==> config.mk <==
export PLATFORM = sky130hd
export DESIGN_NAME = g711_alaw_ulaw_codec_unit
export DESIGN_NICKNAME = d
export VERILOG_FILES = /design/src/hw/rtl/g711c_pkg.sv /design/src/hw/rtl/g711c_pipe_ctl.sv /design/src/hw/rtl/g711_alaw_ulaw_codec_unit.sv
export SDC_FILE = /design/constraint.sdc
export NUM_CORES = 1
export LEC_CHECK = 0
export BUFFER_PORTS_ARGS = -buffer_cell sky130_fd_sc_hd__buf_2
export CORE_MARGIN = 8
export CORE_UTILIZATION = 55
export CTS_CLUSTER_DIAMETER = 120
export DETAILED_ROUTE_END_ITERATION = 12
export GPL_TIMING_DRIVEN = 1
export PLACE_DENSITY_LB_ADDON = 0.3
export SETUP_SLACK_MARGIN = 0.2
export SYNTH_ARGS = -nofsm -noshare
export SYNTH_HDL_FRONTEND = slang
export SYNTH_HIERARCHICAL = 1
export SYNTH_SLANG_ARGS = --single-unit
==> constraint.sdc <==
create_clock -name clock -period 5.2 [get_ports clock]
set_input_delay 1.56 -clock clock [delete_from_list [all_inputs] [get_ports clock]]
set_output_delay 1.56 -clock clock [all_outputs]
set_load 0.02 [all_outputs]
==> src/hw/rtl/g711c_pkg.sv <==
// Shared types, constants and helper functions for the G.711 codec unit.
// Used by g711c_pipe_ctl and g711_alaw_ulaw_codec_unit; no dependencies.
package g711c_pkg;

   typedef struct packed {
      logic signed [15:0] pcm_in;
      logic [7:0]         code_in;
   } req_type;

   typedef struct packed {
      logic [7:0]         code_out;
      logic signed [15:0] pcm_out;
   } rsp_type;

   localparam int unsigned NUM_STAGES = 3;

   typedef struct packed {
      logic [NUM_STAGES-1:0] valid;
      logic [NUM_STAGES-1:0] load;
   } pipe_ctl_type;

   typedef struct packed {
      logic        dec;
      logic        mu;
      logic        neg;
      logic [14:0] mag;
      logic [7:0]  mask;
      logic [2:0]  seg;
      logic [3:0]  shamt;
   } stage_type;

   localparam logic [7:0]  ALAW_MASK_POS = 8'hD5;
   localparam logic [7:0]  ALAW_MASK_NEG = 8'h55;
   localparam logic [7:0]  MU_MASK_POS   = 8'hFF;
   localparam logic [7:0]  MU_MASK_NEG   = 8'h7F;
   localparam logic [15:0] MU_CLIP       = 16'd32635;
   localparam logic [15:0] MU_BIAS       = 16'h0084;
   localparam logic [8:0]  ALAW_SEG0_ADD = 9'h008;
   localparam logic [8:0]  ALAW_SEGN_ADD = 9'h108;

   localparam logic [14:0] SEG_LIMIT [8] = '{
      15'h00FF, 15'h01FF, 15'h03FF, 15'h07FF,
      15'h0FFF, 15'h1FFF, 15'h3FFF, 15'h7FFF
   };

   // Segment of a magnitude: number of segment end points below it.
   // Mu-law segments start one end point higher than A-law segments.
   function automatic logic [2:0] find_seg(input logic [14:0] mag, input logic mu);
      logic [2:0] seg;
      seg = 3'd0;
      for (int s = 0; s < 7; s++) begin
         if (mu) begin
            if (mag > SEG_LIMIT[s+1]) seg = 3'(s + 1);
         end else begin
            if (mag > SEG_LIMIT[s]) seg = 3'(s + 1);
         end
      end
      return seg;
   endfunction

endpackage

==> src/hw/rtl/g711c_pipe_ctl.sv <==
// Valid and load control for the three-stage codec pipeline.
// Depends on g711c_pkg for the control struct.
module g711c_pipe_ctl (
   input  logic                   clock,
   input  logic                   reset,
   input  logic                   req_valid,
   output logic                   req_stall,
   input  logic                   rsp_stall,
   output g711c_pkg::pipe_ctl_type ctl
);
   import g711c_pkg::*;

   logic [NUM_STAGES-1:0] valid_ff;
   logic [NUM_STAGES-1:0] valid_in;
   logic [NUM_STAGES-1:0] load;

   always_comb begin
      load[NUM_STAGES-1] = !valid_ff[NUM_STAGES-1] || !rsp_stall;
      for (int i = NUM_STAGES - 2; i >= 0; i--) begin
         load[i] = !valid_ff[i] || load[i+1];
      end
      valid_in[0] = load[0] ? req_valid : valid_ff[0];
      for (int i = 1; i < NUM_STAGES; i++) begin
         valid_in[i] = load[i] ? valid_ff[i-1] : valid_ff[i];
      end
   end

   always_ff @(posedge clock) begin
      if (reset) begin
         valid_ff <= '0;
      end else begin
         valid_ff <= valid_in;
      end
   end

   assign req_stall = !load[0];
   assign ctl.valid = valid_ff;
   assign ctl.load  = load;

`ifndef SYNTH
   a_full_stall: assert property (@(posedge clock) disable iff (reset)
      (&valid_ff && rsp_stall) |-> req_stall)
      else $error("full pipeline did not stall the input");
   a_empty_take: assert property (@(posedge clock) disable iff (reset)
      !valid_ff[0] |-> !req_stall)
      else $error("empty first stage refused a transfer");
   a_mid_hold: assert property (@(posedge clock) disable iff (reset)
      (valid_ff[1] && !load[1]) |=> valid_ff[1])
      else $error("stalled middle stage lost its item");
   a_out_move: assert property (@(posedge clock) disable iff (reset)
      (valid_ff[1] && !rsp_stall) |=> valid_ff[2])
      else $error("middle stage item did not reach the output");
`endif

endmodule

==> src/hw/rtl/g711_alaw_ulaw_codec_unit.sv <==
// G.711 A-law and mu-law encoder and decoder, three-stage pipeline.
// Depends on g711c_pkg and g711c_pipe_ctl.
//
// Usage: the req_ channel carries a PCM sample and a code byte; one is used
// depending on the direction register. The rsp_ channel returns one result
// per transfer: code_out when encoding, pcm_out when decoding, with the
// other field zero. A transfer happens on a rising edge with valid high and
// stall low on that channel.
// The csr_ port writes law_select (index 0) and direction (index 1); only
// bit 0 of the data is kept. Write it only while no result is outstanding.
// From input transfer to rsp_valid the stages are magnitude and mask, then
// segment search or expansion shift, then mantissa and sign. Throughput is one
// item per cycle while rsp_stall is low. When it is high, items stay in
// their stages and fill the empty ones; req_stall rises only once all three
// stages hold an item. Reset empties the pipeline and selects A-law encode.
module g711_alaw_ulaw_codec_unit (
   input  logic               clock,
   input  logic               reset,
   input  logic               req_valid,
   output logic               req_stall,
   input  g711c_pkg::req_type req_data,
   output logic               rsp_valid,
   input  logic               rsp_stall,
   output g711c_pkg::rsp_type rsp_data,
   input  logic               csr_we,
   input  logic               csr_index,
   input  logic               csr_wdata
);
   import g711c_pkg::*;

   localparam logic CSR_LAW_SELECT = 1'b0;
   localparam logic CSR_DIRECTION  = 1'b1;

   pipe_ctl_type ctl;
   logic         law_ff, law_in;
   logic         dir_ff, dir_in;
   stage_type    s1_ff, s1_in;
   stage_type    s2_ff, s2_in;
   rsp_type      s3_ff, s3_in;

   logic [16:0] pcm_ext, neg_pcm, a_neg;
   logic [15:0] mu_abs, mu_clip;
   logic        sign;
   logic [7:0]  v;
   logic [14:0] shifted;
   logic [7:0]  code;
   logic [15:0] dval;

   g711c_pipe_ctl u_ctl (
      .clock     (clock),
      .reset     (reset),
      .req_valid (req_valid),
      .req_stall (req_stall),
      .rsp_stall (rsp_stall),
      .ctl       (ctl)
   );

   always_comb begin
      law_in = law_ff;
      dir_in = dir_ff;
      if (csr_we) begin
         unique case (csr_index)
            CSR_LAW_SELECT: law_in = csr_wdata;
            CSR_DIRECTION:  dir_in = csr_wdata;
            default:        law_in = law_ff;
         endcase
      end
   end

   always_comb begin
      pcm_ext = {req_data.pcm_in[15], req_data.pcm_in};
      neg_pcm = 17'd0 - pcm_ext;
      a_neg   = neg_pcm - 17'd8;
      sign    = req_data.pcm_in[15];
      mu_abs  = sign ? neg_pcm[15:0] : {1'b0, req_data.pcm_in[14:0]};
      mu_clip = (mu_abs > MU_CLIP) ? MU_CLIP : mu_abs;
      v       = law_ff ? ~req_data.code_in : (req_data.code_in ^ ALAW_MASK_NEG);

      s1_in       = '0;
      s1_in.dec   = dir_ff;
      s1_in.mu    = law_ff;
      if (!dir_ff) begin
         if (law_ff) begin
            s1_in.neg  = sign;
            s1_in.mag  = 15'(mu_clip + MU_BIAS);
            s1_in.mask = sign ? MU_MASK_NEG : MU_MASK_POS;
         end else begin
            s1_in.neg  = sign;
            s1_in.mag  = sign ? (a_neg[16] ? 15'd0 : a_neg[14:0]) : req_data.pcm_in[14:0];
            s1_in.mask = sign ? ALAW_MASK_NEG : ALAW_MASK_POS;
         end
      end else begin
         s1_in.seg = v[6:4];
         if (law_ff) begin
            s1_in.neg   = v[7];
            s1_in.mag   = 15'({v[3:0], 3'b000}) + 15'(MU_BIAS);
            s1_in.shamt = {1'b0, v[6:4]};
         end else begin
            s1_in.neg   = !v[7];
            s1_in.mag   = 15'({v[3:0], 4'b0000})
                        + 15'((v[6:4] == 3'd0) ? ALAW_SEG0_ADD : ALAW_SEGN_ADD);
            s1_in.shamt = (v[6:4] > 3'd1) ? {1'b0, v[6:4] - 3'd1} : 4'd0;
         end
      end
   end

   always_comb begin
      s2_in = s1_ff;
      if (!s1_ff.dec) begin
         s2_in.seg = find_seg(s1_ff.mag, s1_ff.mu);
         if (!s1_ff.mu && s2_in.seg < 3'd2) begin
            s2_in.shamt = 4'd4;
         end else begin
            s2_in.shamt = {1'b0, s2_in.seg} + 4'd3;
         end
      end else begin
         s2_in.mag = s1_ff.mag << s1_ff.shamt;
      end
   end

   always_comb begin
      shifted = s2_ff.mag >> s2_ff.shamt;
      code    = {1'b0, s2_ff.seg, shifted[3:0]};
      dval    = {1'b0, s2_ff.mag} - (s2_ff.mu ? MU_BIAS : 16'd0);
      s3_in   = '0;
      if (!s2_ff.dec) begin
         s3_in.code_out = s2_ff.mu ? (~code & s2_ff.mask) : (code ^ s2_ff.mask);
      end else begin
         s3_in.pcm_out = s2_ff.neg ? -$signed(dval) : $signed(dval);
      end
   end

   always_ff @(posedge clock) begin
      if (reset) begin
         law_ff <= 1'b0;
         dir_ff <= 1'b0;
      end else begin
         law_ff <= law_in;
         dir_ff <= dir_in;
      end
   end

   always_ff @(posedge clock) begin
      if (ctl.load[0]) s1_ff <= s1_in;
      if (ctl.load[1]) s2_ff <= s2_in;
      if (ctl.load[2]) s3_ff <= s3_in;
   end

   assign rsp_valid = ctl.valid[2];
   assign rsp_data  = s3_ff;

endmodule
==> impl_results.md, run 1 <==
- Outcome: finished clean
- Worst-Skew Late Latency: 340 ps
- Worst Max-Slew Pin Slew: 1082 ps
- Die H: 127.0 um
- Final Total Pwr: between 0.002 and 0.0025 W
- Yosys cell types: 84
- Final Instance Area: 7636 um2
- Critical Path AT: 4970 ps
- Synth Instances: 733
- Vias in the first global route: ~5600
- TritonCTS clock tree: built
- Async SR Flop Fraction: 0%
- Worst Setup End Kind: flip-flop
- Critical Path RT: about 5400 ps
- Logic gate share of total power: 30.2%
- Clock sink count: 84
- Final RePlAce weighted congestion: 0.8966
- Initial DRC Count: approximately 440
- Fillers: approximately 990
- CTS clk-pin slew, worst paths: ~60 ps
- RSZ-0062 raised after global routing: false
- Overall routing resource usage: 20.31%
- Avg Inst Size Synth: 9.236 um2
- IO Pins: 57
- Mapped cell area: 6770 um2
- Final setup fails: 0
- Clock Path Buffers: 2
- Core footprint: 12010 um2
- FMAX: about 210 MHz
- N_diodes: 0
- Final Util: 63.57%
- Sequential element share of the synthesized area: about 37%
- Pre-Repair DR Iteration Count: 5
- DRC: 0
- Post-layout minimum cycle time: 4814 ps
- First-pass GRT wire length: around 27000 um
- WL final: between 15000 and 20000 um
- Flop pwr share: 43.2%
- Max_slew headroom: 27.85%
- Share of cells above drive strength 1: around a fifth
- CP Launch Type: input port
- CP Class: in -> reg
- Pre-CTS worst setup slack: 49.41 ps
- # rows: 40
- Final ANT Viol Nets: 0
- TNS Setup: 0 ps
- Pwr Density: between 200 and 300 nW/um2
- Clk root buf: clkbuf_16
- Net Sw Frac: 32.18%
- VDD IR-drop max: approximately 0.00016 V
- Die W: 127.0 um
- Number of synthesized flops with an enable pin: slightly below 80
- Final worst slack: 386.0 ps
- Max-cap check violation count: 0
- Worst-path maximum fanout: 10
- Vias/cell: 6.106
- Wire length per cell: 17.66 um
- Lkg Pwr: 3.023 nW
- Post-DP HPWL: 12720 um
- Initial antenna violation count: 0
- Vias: between 5000 and 6000
- Skew final: 7.217 ps
- Mapped Nets: slightly below 800
- Slew Limit Fails: 0
- Area grow syn2layout: 12.79%
- #FFs+latches synth: 84
- Net count, final: roughly 830
- CTS Buf Count: 9
- P_sw: 0.0007293 W
- Largest net degree at the start of global routing: 35
- Global route overflow: 0
- Yosys warns: 6
- Port-buffer cells: between 50 and 60
- Post-CTS Setup Inserts: 0
- Tcrit/Tclk final: 92.58%
- Die area: 16120 um2
- Ys flop type: edfxtp_1
- DP Area: 7322 um2
- Hold Path Class: reg -> reg
- CTS H-tree depth: 3
- Total internal power: about 0.0015 W
- Clock network power share: 26.6%
- Initial Utilization: 56.36%
- Hold violation total from the final report: 0
==> worst paths after layout <==
kind	start	to	slack, ps	cells after the start
worst max register to register	s2_ff[31]	rsp_data[15]	1650	10
worst min register to register	s1_ff[13]	s2_ff[13]	420	0
worst min-delay path	s1_ff[13]	s2_ff[13]	420	0
worst max-delay path	req_data[8]	s1_ff[29]	390	14
==> worst max-delay path: stages <==
cell      delay [ps]
buf_2            160
or4_1            720
o41ai_2          460
xnor2_1          200
nor3b_4          310
a31o_2           230
nor2_1            60
ha_2             220
inv_2             60
nor2_1            30
a31oi_1          220
o311ai_2         200
o211a_1          270
a221oi_2         260
==> flip-flops by register name, summed over array words and instances, names as in the netlist <==
signal,cells
dir_ff,1
rsp_data,24
s1_ff,27
u_ctl/valid_ff,3
s2_ff,25
law_ff,1
code,3
==> metrics by stage <==
stage / std cells / hold WS (ps)
floorplan: 733 / 400.3
global placement: 915 / 406.2
detailed placement: 915 / 408.0
CTS: 931 / 419.0
global route: 931 / 432.9
finish: 931 / 419.7
==> cells in the final DEF, fill, tap and decap left out, types with 18 or more instances in the layout <==
master	n
mux2i_1	41
nand2_1	54
o21ai_0	32
buf_2	56
xnor2_1	32
inv_1	41
a21oi_1	48
nor3_1	18
buf_4	32
nor2_1	75
edfxtp_1	79
==> cell type report <==
class / count / area [um2] / share of cell area [%]
clock buffers: 13 / 271.5 / 3.556
clock inverters: 3 / 20.02 / 0.2622
inverters: 44 / 165.2 / 2.163
multi-input cells: 552 / 4003 / 52.42
flip-flops and latches: 84 / 2472 / 32.38
well taps: 147 / 183.9 / 2.409
repair buffers: 88 / 520.5 / 6.816
==> repair_timing <==
| item | CTS | global route |
|---|---|---|
| endpoints found under the hold margin | 0 | 0 |
| setup endpoints to repair | 0 | 1 |
| hold buffers | 0 | 0 |
| resized for setup | 0 | 3 |
==> power groups by stage <==
stage	Sequential (W)	Clock [W]	Combinational [W]
finish	0.000978	0.000604	0.000685
global route	0.000996	0.000639	0.000755
CTS	0.000976	0.000617	0.000683
detailed placement	0.000988	0	0.000678
global placement	0.000986	0	0.000660
floorplan	0.000945	0	0.000533
==> cell families (layout without fill, tap and decap cells) <==
kind of cell,Yosys count,in the layout,synth area share (%)
fa+ha+maj,19,19,3.511
xor+xnor,49,49,6.450
compound gates,180,180,17.96
mux,57,57,10.72
flops,84,84,36.52
simple gates,247,247,19.11
buf+inv,97,148,5.729
==> routing by layer <==
metal	vias up	GRT usage [%]	share of wire, %
li1	2801	-	-
met4	0	8.887	2.9
met5	-	0	0
met3	39	3.268	3.8
met1	2691	21.90	41
met2	154	38.17	53
==> cells in the mapped netlist, types with 18 or more instances <==
master    instances  area [um2]
edfxtp_1         79        2372
nor2_1           75       281.5
nand2_1          54       202.7
a21oi_1          48       240.2
clkbuf_1         43       161.4
inv_1            43       161.4
mux2i_1          41       410.4
o21ai_0          32       160.2
xnor2_1          32       280.3
ha_1             19       237.7
nor3_1           18       90.09
Power figures use the tool's default switching activity.
==> run 2: changes to the inputs <==
- ABC_AREA: default -> 1
- CORE_MARGIN: 8 -> default
==> run 2 against run 1 <==
Global-route usage grew 5.0 points. First-iteration DRC count fell by 14%. Worst setup slack better by 730 ps. Area after synthesis decreased by 4.4%. Critical path depth up 5. Clock power grew 6.1%. Utilization decreased by 1.2 points. Sequential cell count unchanged. Sequential power is 2% lower. Synthesized cell count up 18%. Critical endpoint unchanged.
==> impl_results.md, run 2 <==
- Outcome: finished clean
- Async SR Flop Fraction: 0% (unchanged)
- Synth Area in Compound Gates: 15.52% (-2.4 points)
- #FFs+latches synth: 84 (unchanged)
- Vias/cell: 5.529 (-9.5%)
- Overall routing resource usage: 25.30% (+5.0 points)
- CP Class: in -> reg
- Ys flop type: edfxtp_1
- Largest net degree at the start of global routing: 30 (-14%)
- R2R depth: 5 (-5)
- Clock sink count: 84 (unchanged)
- Die area: 12210 um2 (-24%)
- First-pass GRT wire length: 24790 um (-7.6%)
- Critical Path AT: 4140 ps (-830 ps)
- Critical Path RT: 5260 ps (-100 ps)
- CTS H-tree depth: 3 (unchanged)
- Sequential element share of the synthesized area: 38.19% (+1.7 points)
- Pwr Density: 318.9 nW/um2 (+7.4%)
- Hold Path Class: reg -> reg
- Post-DP HPWL: 12070 um (-5.2%)
- Post-CTS Resized: 0 (unchanged)
- Worst Max-Slew Pin Slew: 997.1 ps (-85.09 ps)
- Most frequent CP cell: nand2_2
- Final RePlAce weighted congestion: 0.9819 (+9.5%)
- Synth Instances: 862 (+18%)
- Avg Inst Size Synth: 7.510 um2 (-19%)
- Synth Area in Adders: 3.672% (+0.16 points)
- CTS Buf Count: 9 (unchanged)
- DRC: 0 (unchanged)
- Hold Path Cell Cnt: 0 (unchanged)
- WL final: 15100 um (-8.1%)
- Finished Layout Cells: 1053 (+13%)
- FMAX: 245.0 MHz (+18%)
- Wire length per cell: 14.34 um (-19%)
- IO Pins: 57 (unchanged)
- Most frequent cells in the layout: nand2_1 (200), inv_1 (110), edfxtp_1 (79)
- Initial Utilization: 56.45% (+0.089 points)
- Pre-Repair DR Iteration Count: 5 (unchanged)
- Post-layout minimum cycle time: 4082 ps (-732.5 ps)
- Area grow syn2layout: 10.44%
- Die H: 110.5 um (-13%)
- Core footprint: 11470 um2 (-4.5%)
- Cell accounting for the most synthesized area: edfxtp_1
- Buf+Inv Stages, Crit Path: 2 (unchanged)
- Slowest CP cell: buf_2
- Share of cells above drive strength 1: 15.82% (-3.8 points)
- Main combinational cell family by area after synthesis: simple AND/OR/NAND/NOR gates
- Worst Setup End Kind: flip-flop
- Max-cap check violation count: 0 (unchanged)
- VDD IR-drop max: 0.0002927 V (+86%)
- Die W: 110.5 um (-13%)
- Top-area cell type share of the netlist area: 36.64% (+1.6 points)
- Final ANT Viol Nets: 0 (unchanged)
- Vias: 5822 (+2.4%)
- Clk root buf: clkbuf_16
- # rows: 39 (-2.5%)
- Vias in the first global route: 5507 (-0.86%)
- Slew Limit Fails: 0 (unchanged)
- Yosys warns: 6 (unchanged)
- DP Area: 6844 um2 (-6.5%)
- Biggest cell delay along the critical path: 410 ps (-310 ps)
- Post-CTS Setup Inserts: 0 (unchanged)
- Max_slew headroom: 33.37% (+5.5 points)
- WHS: 427.0 ps (+7.316 ps)
- Cts hold-fix bufs: 0 (unchanged)
- Port-buffer cells: 56 (unchanged)
- Net count, final: 955 (+15%)
- Crit-path leading delay family: simple AND/OR/NAND/NOR gates
- Mapped cell area: 6474 um2 (-4.4%)
- CTS clk-pin slew, worst paths: 60 ps (about the same)
- Lkg Pwr: 3.288 nW (+8.8%)
- Worst-path maximum fanout: 25 (+15)
- Hold violation total from the final report: 0 (unchanged)
- Worst path cell trace: buf_2, inv_2, a21oi_1, o21ai_1, nand2_2, nand3_4, o21ai_2, nand2_2, nor2_4, nor2_8, nand3_1, ha_1, nand2_2, nor2_8, nand2_2, nand2_2, nand3b_1, nand3_1, a21oi_1
- Synth top cells by count: nand2_1 (200), inv_1 (110), edfxtp_1 (79), nor2_1 (73), o21ai_0 (68)
- Yosys cell types: 44 (-48%)
- Initial antenna violation count: 0 (unchanged)
- Number of synthesized flops with an enable pin: 79 (unchanged)
- Stages on worst setup path: 19 (+5)
- N_diodes: 0 (unchanged)
- TNS Setup: 0 ps (unchanged)
- Placed Instances: 1037 (+13%)
- Synth top area cells: edfxtp_1 (37%), nand2_1 (12%), inv_1 (6.4%)
- Max reg flops: 27 (unchanged)
- RSZ-0062 raised after global routing: false
- Global route overflow: 0 (unchanged)
- Clock Path Buffers: 2 (unchanged)
- XOR/XNOR Fraction of Synth Area: 3.382% (-3.1 points)
- Final Instance Area: 7149 um2 (-6.4%)
- Most frequent cell after synthesis: nand2_1
- Post-Synth Simple-Gate Area: 30.00% (+11 points)
- Tcrit/Tclk final: 78.49% (-14 points)
- Reg with most FFs: s1_ff
- Commonest non-fill, non-tap cell in the layout: nand2_1
- Fillers: 1062 (+7.4%)
- Skew final: 9.546 ps (+2.329 ps)
- CP Launch Type: input port
- TritonCTS clock tree: built
- Final setup fails: 0 (unchanged)
- Post-synthesis mux area share: 0.6185% (-10 points)
- Worst-Skew Late Latency: 340 ps (about the same)
- Mapped Nets: 912 (+16%)
- Initial DRC Count: 380 (-14%)
run 2: cell types whose count changed after synthesis, sizes merged, moves of 25 or more:
cell | before | now
xnor2 | 33 | 8
nand2 | 54 | 227
mux2i | 41 | 4
inv | 43 | 118
o21ai | 34 | 75
nand3 | 13 | 60
run 2: worst paths after layout:
check,startpoint,to,slack [ps]
min reg2reg,s1_ff[13],s2_ff[13],430
max,req_data[23],s1_ff[29],1120
max reg2reg,law_ff,s1_ff[17],2370
min,s1_ff[13],s2_ff[13],430
run 2: cell type report:
class                      count  area [um2]  area share [%]
clock buffer                  13       260.3           3.640
clock inverter                 3       45.04          0.6300
inverter                     121       454.2           6.353
multi-input combinational    631        3443           48.16
sequential                    84        2472           34.58
tap                          143       178.9           2.503
timing repair buffer          58       295.3           4.130
run 2: power by group:
part	internal (W)	switching, W	total, W
logic	0.000238	0.000439	0.000677
clock network	0.000398	0.000243	0.000641
registers	0.000864	0.0000976	0.000962
run 2: kinds of logic (layout without fill, tap and decap cells):
kind of cell	Yosys count	count (layout)
compound gates	171	171
xor+xnor	25	25
fa+ha+maj	19	19
buf+inv	147	195
flops	84	84
mux	4	4
simple gates	412	412
run 2: worst register-to-register path, delay by kind of cell, from the launching register on:
kind	cells	cell delay, ps
buf+inv	3	790
simple gates	1	770
flops	1	750
compound gates	1	260
run 2: layer usage:
| metal | global-route usage [%] | vias to the layer above | part of all wire (%) |
|---|---|---|---|
| met5 | 0 | - | 0 |
| met4 | 13.69 | 0 | 3.9 |
| li1 | - | 2982 | - |
| met3 | 3.622 | 38 | 4.1 |
| met2 | 48.03 | 206 | 52 |
| met1 | 26.64 | 2596 | 40 |
run 2: metrics by stage:
step           power (W)  setup slack (ps)  util [%]
6_report        0.002280              1118     62.35
5_1_grt         0.002411             867.7     62.35
4_1_cts         0.002285              1151     62.35
3_5_place_dp    0.001642             792.7     59.68
3_3_place_gp    0.001632             878.7     59.68
2_1_floorplan   0.001455              1155         -
==> run 3: changes to the inputs <==
- clock period: 5.2 -> 4.25 ns (I/O delays scaled with it)
==> run 3 against run 2 <==
Non-clock buffer count rose by 3. Design area rose by 0.37%. Clock skew rose by 0.85 ps. Wire length fell by 2.5%. Critical path depth rose by 2. Largest power group unchanged.
==> impl_results.md, run 3 (same netlist as run 2, synthesis figures left out) <==
- Slowest CP cell: ha_1
- VDD IR-drop max: 0.0003410 V (+16%)
- WHS: 429.0 ps (+1.965 ps)
- Commonest non-fill, non-tap cell in the layout: nand2_1
- Die W: 110.5 um (unchanged)
- Most frequent cells in the layout: nand2_1 (200), inv_1 (110), edfxtp_1 (79)
- Placed Instances: 1040 (+0.29%)
- Initial antenna violation count: 0 (unchanged)
- Post-CTS Setup Inserts: 0 (unchanged)
- Top sig layer: met4
- IO Pins: 57 (unchanged)
- Final ANT Viol Nets: 0 (unchanged)
- Reg with most FFs: s1_ff
- Post-CTS Resized: 0 (unchanged)
- CP Class: in -> reg
- # rows: 39 (unchanged)
- TritonCTS clock tree: built
- Post-layout minimum cycle time: 3747 ps
- Vias in the first global route: 5555 (+0.87%)
- Final Util: 62.58% (+0.23 points)
- Area grow syn2layout: 10.84%
- Skew final: 10.40 ps (+0.8500 ps)
- Pwr Density: 390.9 nW/um2 (+23%)
- Clock Path Buffers: 2 (unchanged)
- RSZ-0062 raised after global routing: false
- N_diodes: 0 (unchanged)
- Initial DRC Count: 431 (+13%)
- DRC: 0 (unchanged)
- DRT met1 WL: 6023 um (+0.89%)
- Worst-Skew Late Latency: 340 ps (about the same)
- Final Total Pwr: 0.002805 W (+23%)
- Worst path cell trace: buf_2, inv_1, ha_1, nand2_2, o21ai_2, nand3_1, nand2_1, nand2_2, nor2_4, nand2_2, nor2_4, nor2_8, nand3_1, ha_1, nand2_2, nor2_8, nand2_2, nand2_2, nand3b_1, nand3_1, a21oi_1
- Max reg flops: 27 (unchanged)
- WL met3: 469 um (-25%)
- Overall routing resource usage: 25.17% (-0.13 points)
- Critical Path AT: 3800 ps (-340 ps)
- Fillers: 1055 (-0.66%)
- Die H: 110.5 um (unchanged)
- Share of cells above drive strength 1: 15.99% (+0.17 points)
- Vias: 5841 (+0.33%)
- WL final: 14730 um (-2.5%)
- Pre-Repair DR Iteration Count: 5 (unchanged)
- Die area: 12210 um2 (unchanged)
- Final setup fails: 0 (unchanged)
- Vias/cell: 5.531 (about the same)
- Clk root buf: clkbuf_16
- Biggest cell delay along the critical path: 320 ps (-90 ps)
- Most frequent CP cell: nand2_2
- Lkg Pwr: 3.308 nW (+0.61%)
- Max_slew headroom: 33.60% (+0.23 points)
- First-pass GRT wire length: 25110 um (+1.3%)
- Slew Limit Fails: 0 (unchanged)
- Cts hold-fix bufs: 0 (unchanged)
- Worst Max-Slew Pin Slew: 993.6 ps (-3.446 ps)
- Finished Layout Cells: 1056 (+0.28%)
- Largest net degree at the start of global routing: 30 (unchanged)
- Port-buffer cells: 56 (unchanged)
- Initial Utilization: 56.45% (unchanged)
- Hold violation total from the final report: 0 (unchanged)
- Worst Setup End Kind: flip-flop
- TNS Setup: 0 ps (unchanged)
- CP Launch Type: input port
- Tcrit/Tclk final: 88.16%
- Metal2 WL: 7595 um (-4.2%)
- Global route overflow: 0 (unchanged)
- Worst-path maximum fanout: 10 (-60%)
- Outcome: finished clean
- Max-cap check violation count: 0 (unchanged)
- CTS clk-pin slew, worst paths: 60 ps (about the same)
- Final RePlAce weighted congestion: 0.9847 (+0.29%)
- CTS H-tree depth: 3 (unchanged)
- Critical Path RT: 4300 ps (-960 ps)
- Net count, final: 958 (+0.31%)
- Core footprint: 11470 um2 (unchanged)
- Post-DP HPWL: 11740 um (-2.7%)
- FMAX: 266.9 MHz
- Wire length per cell: 13.94 um (-2.8%)
- Clock sink count: 84 (unchanged)
- CTS Buf Count: 9 (unchanged)
- Hold Path Class: reg -> reg
## run 3: cell count changes in the layout (fill, tap and decap cells not counted)
cell	change
clkbuf_8	-2
clkinvlp_4	-1
clkinv_1	+1
bufinv_16	+1
clkinv_2	+1
buf_4	+3
## run 3: metrics by stage
step                      setup slack (ps)  area, um2
final                                503.2       7176
after global routing                 234.2       7176
after CTS                            512.7       7176
after detailed placement             153.5       6867
after global placement               250.8       6867
after floorplan                      546.9       6474
## run 3: final cells by class
class | count | area [um2] | share of cell area (%)
Clock buffer | 11 | 232.7 | 3.243
Inverter | 121 | 454.2 | 6.330
Clock inverter | 5 | 76.32 | 1.064
Sequential cell | 84 | 2472 | 34.46
Tap cell | 143 | 178.9 | 2.493
Multi-Input combinational cell | 631 | 3443 | 47.99
Timing Repair Buffer | 61 | 317.8 | 4.429
## run 3: final timing paths
check,start,to,slack [ps],depth (start not counted)
setup / recovery,req_data[8],s1_ff[29],500,21
hold / removal,s1_ff[14],s2_ff[14],430,0
setup reg to reg,s2_ff[31],rsp_data[14],1490,14
hold reg to reg,s1_ff[14],s2_ff[14],430,0
## run 3: critical path, delay by kind of cell
kind,cells,cell delay (ps)
buffers and inverters,2,280
adder cells (fa/ha/maj),2,540
AO/OA/AOI/OAI,2,250
AND/OR/NAND/NOR,15,1450
## run 3: power by group
group	internal (W)	total, W	switching, W
clock	0.000511	0.000806	0.000294
combinational	0.000292	0.000825	0.000532
sequential	0.00106	0.00117	0.000117
## run 3: per-layer routing
| metal | track usage, % | vias to the layer above |
|---|---|---|
| met5 | 0 | - |
| met4 | 13.60 | 0 |
| met3 | 3.513 | 53 |
| met2 | 46.79 | 170 |
| met1 | 27.42 | 2623 |
| li1 | - | 2995 |
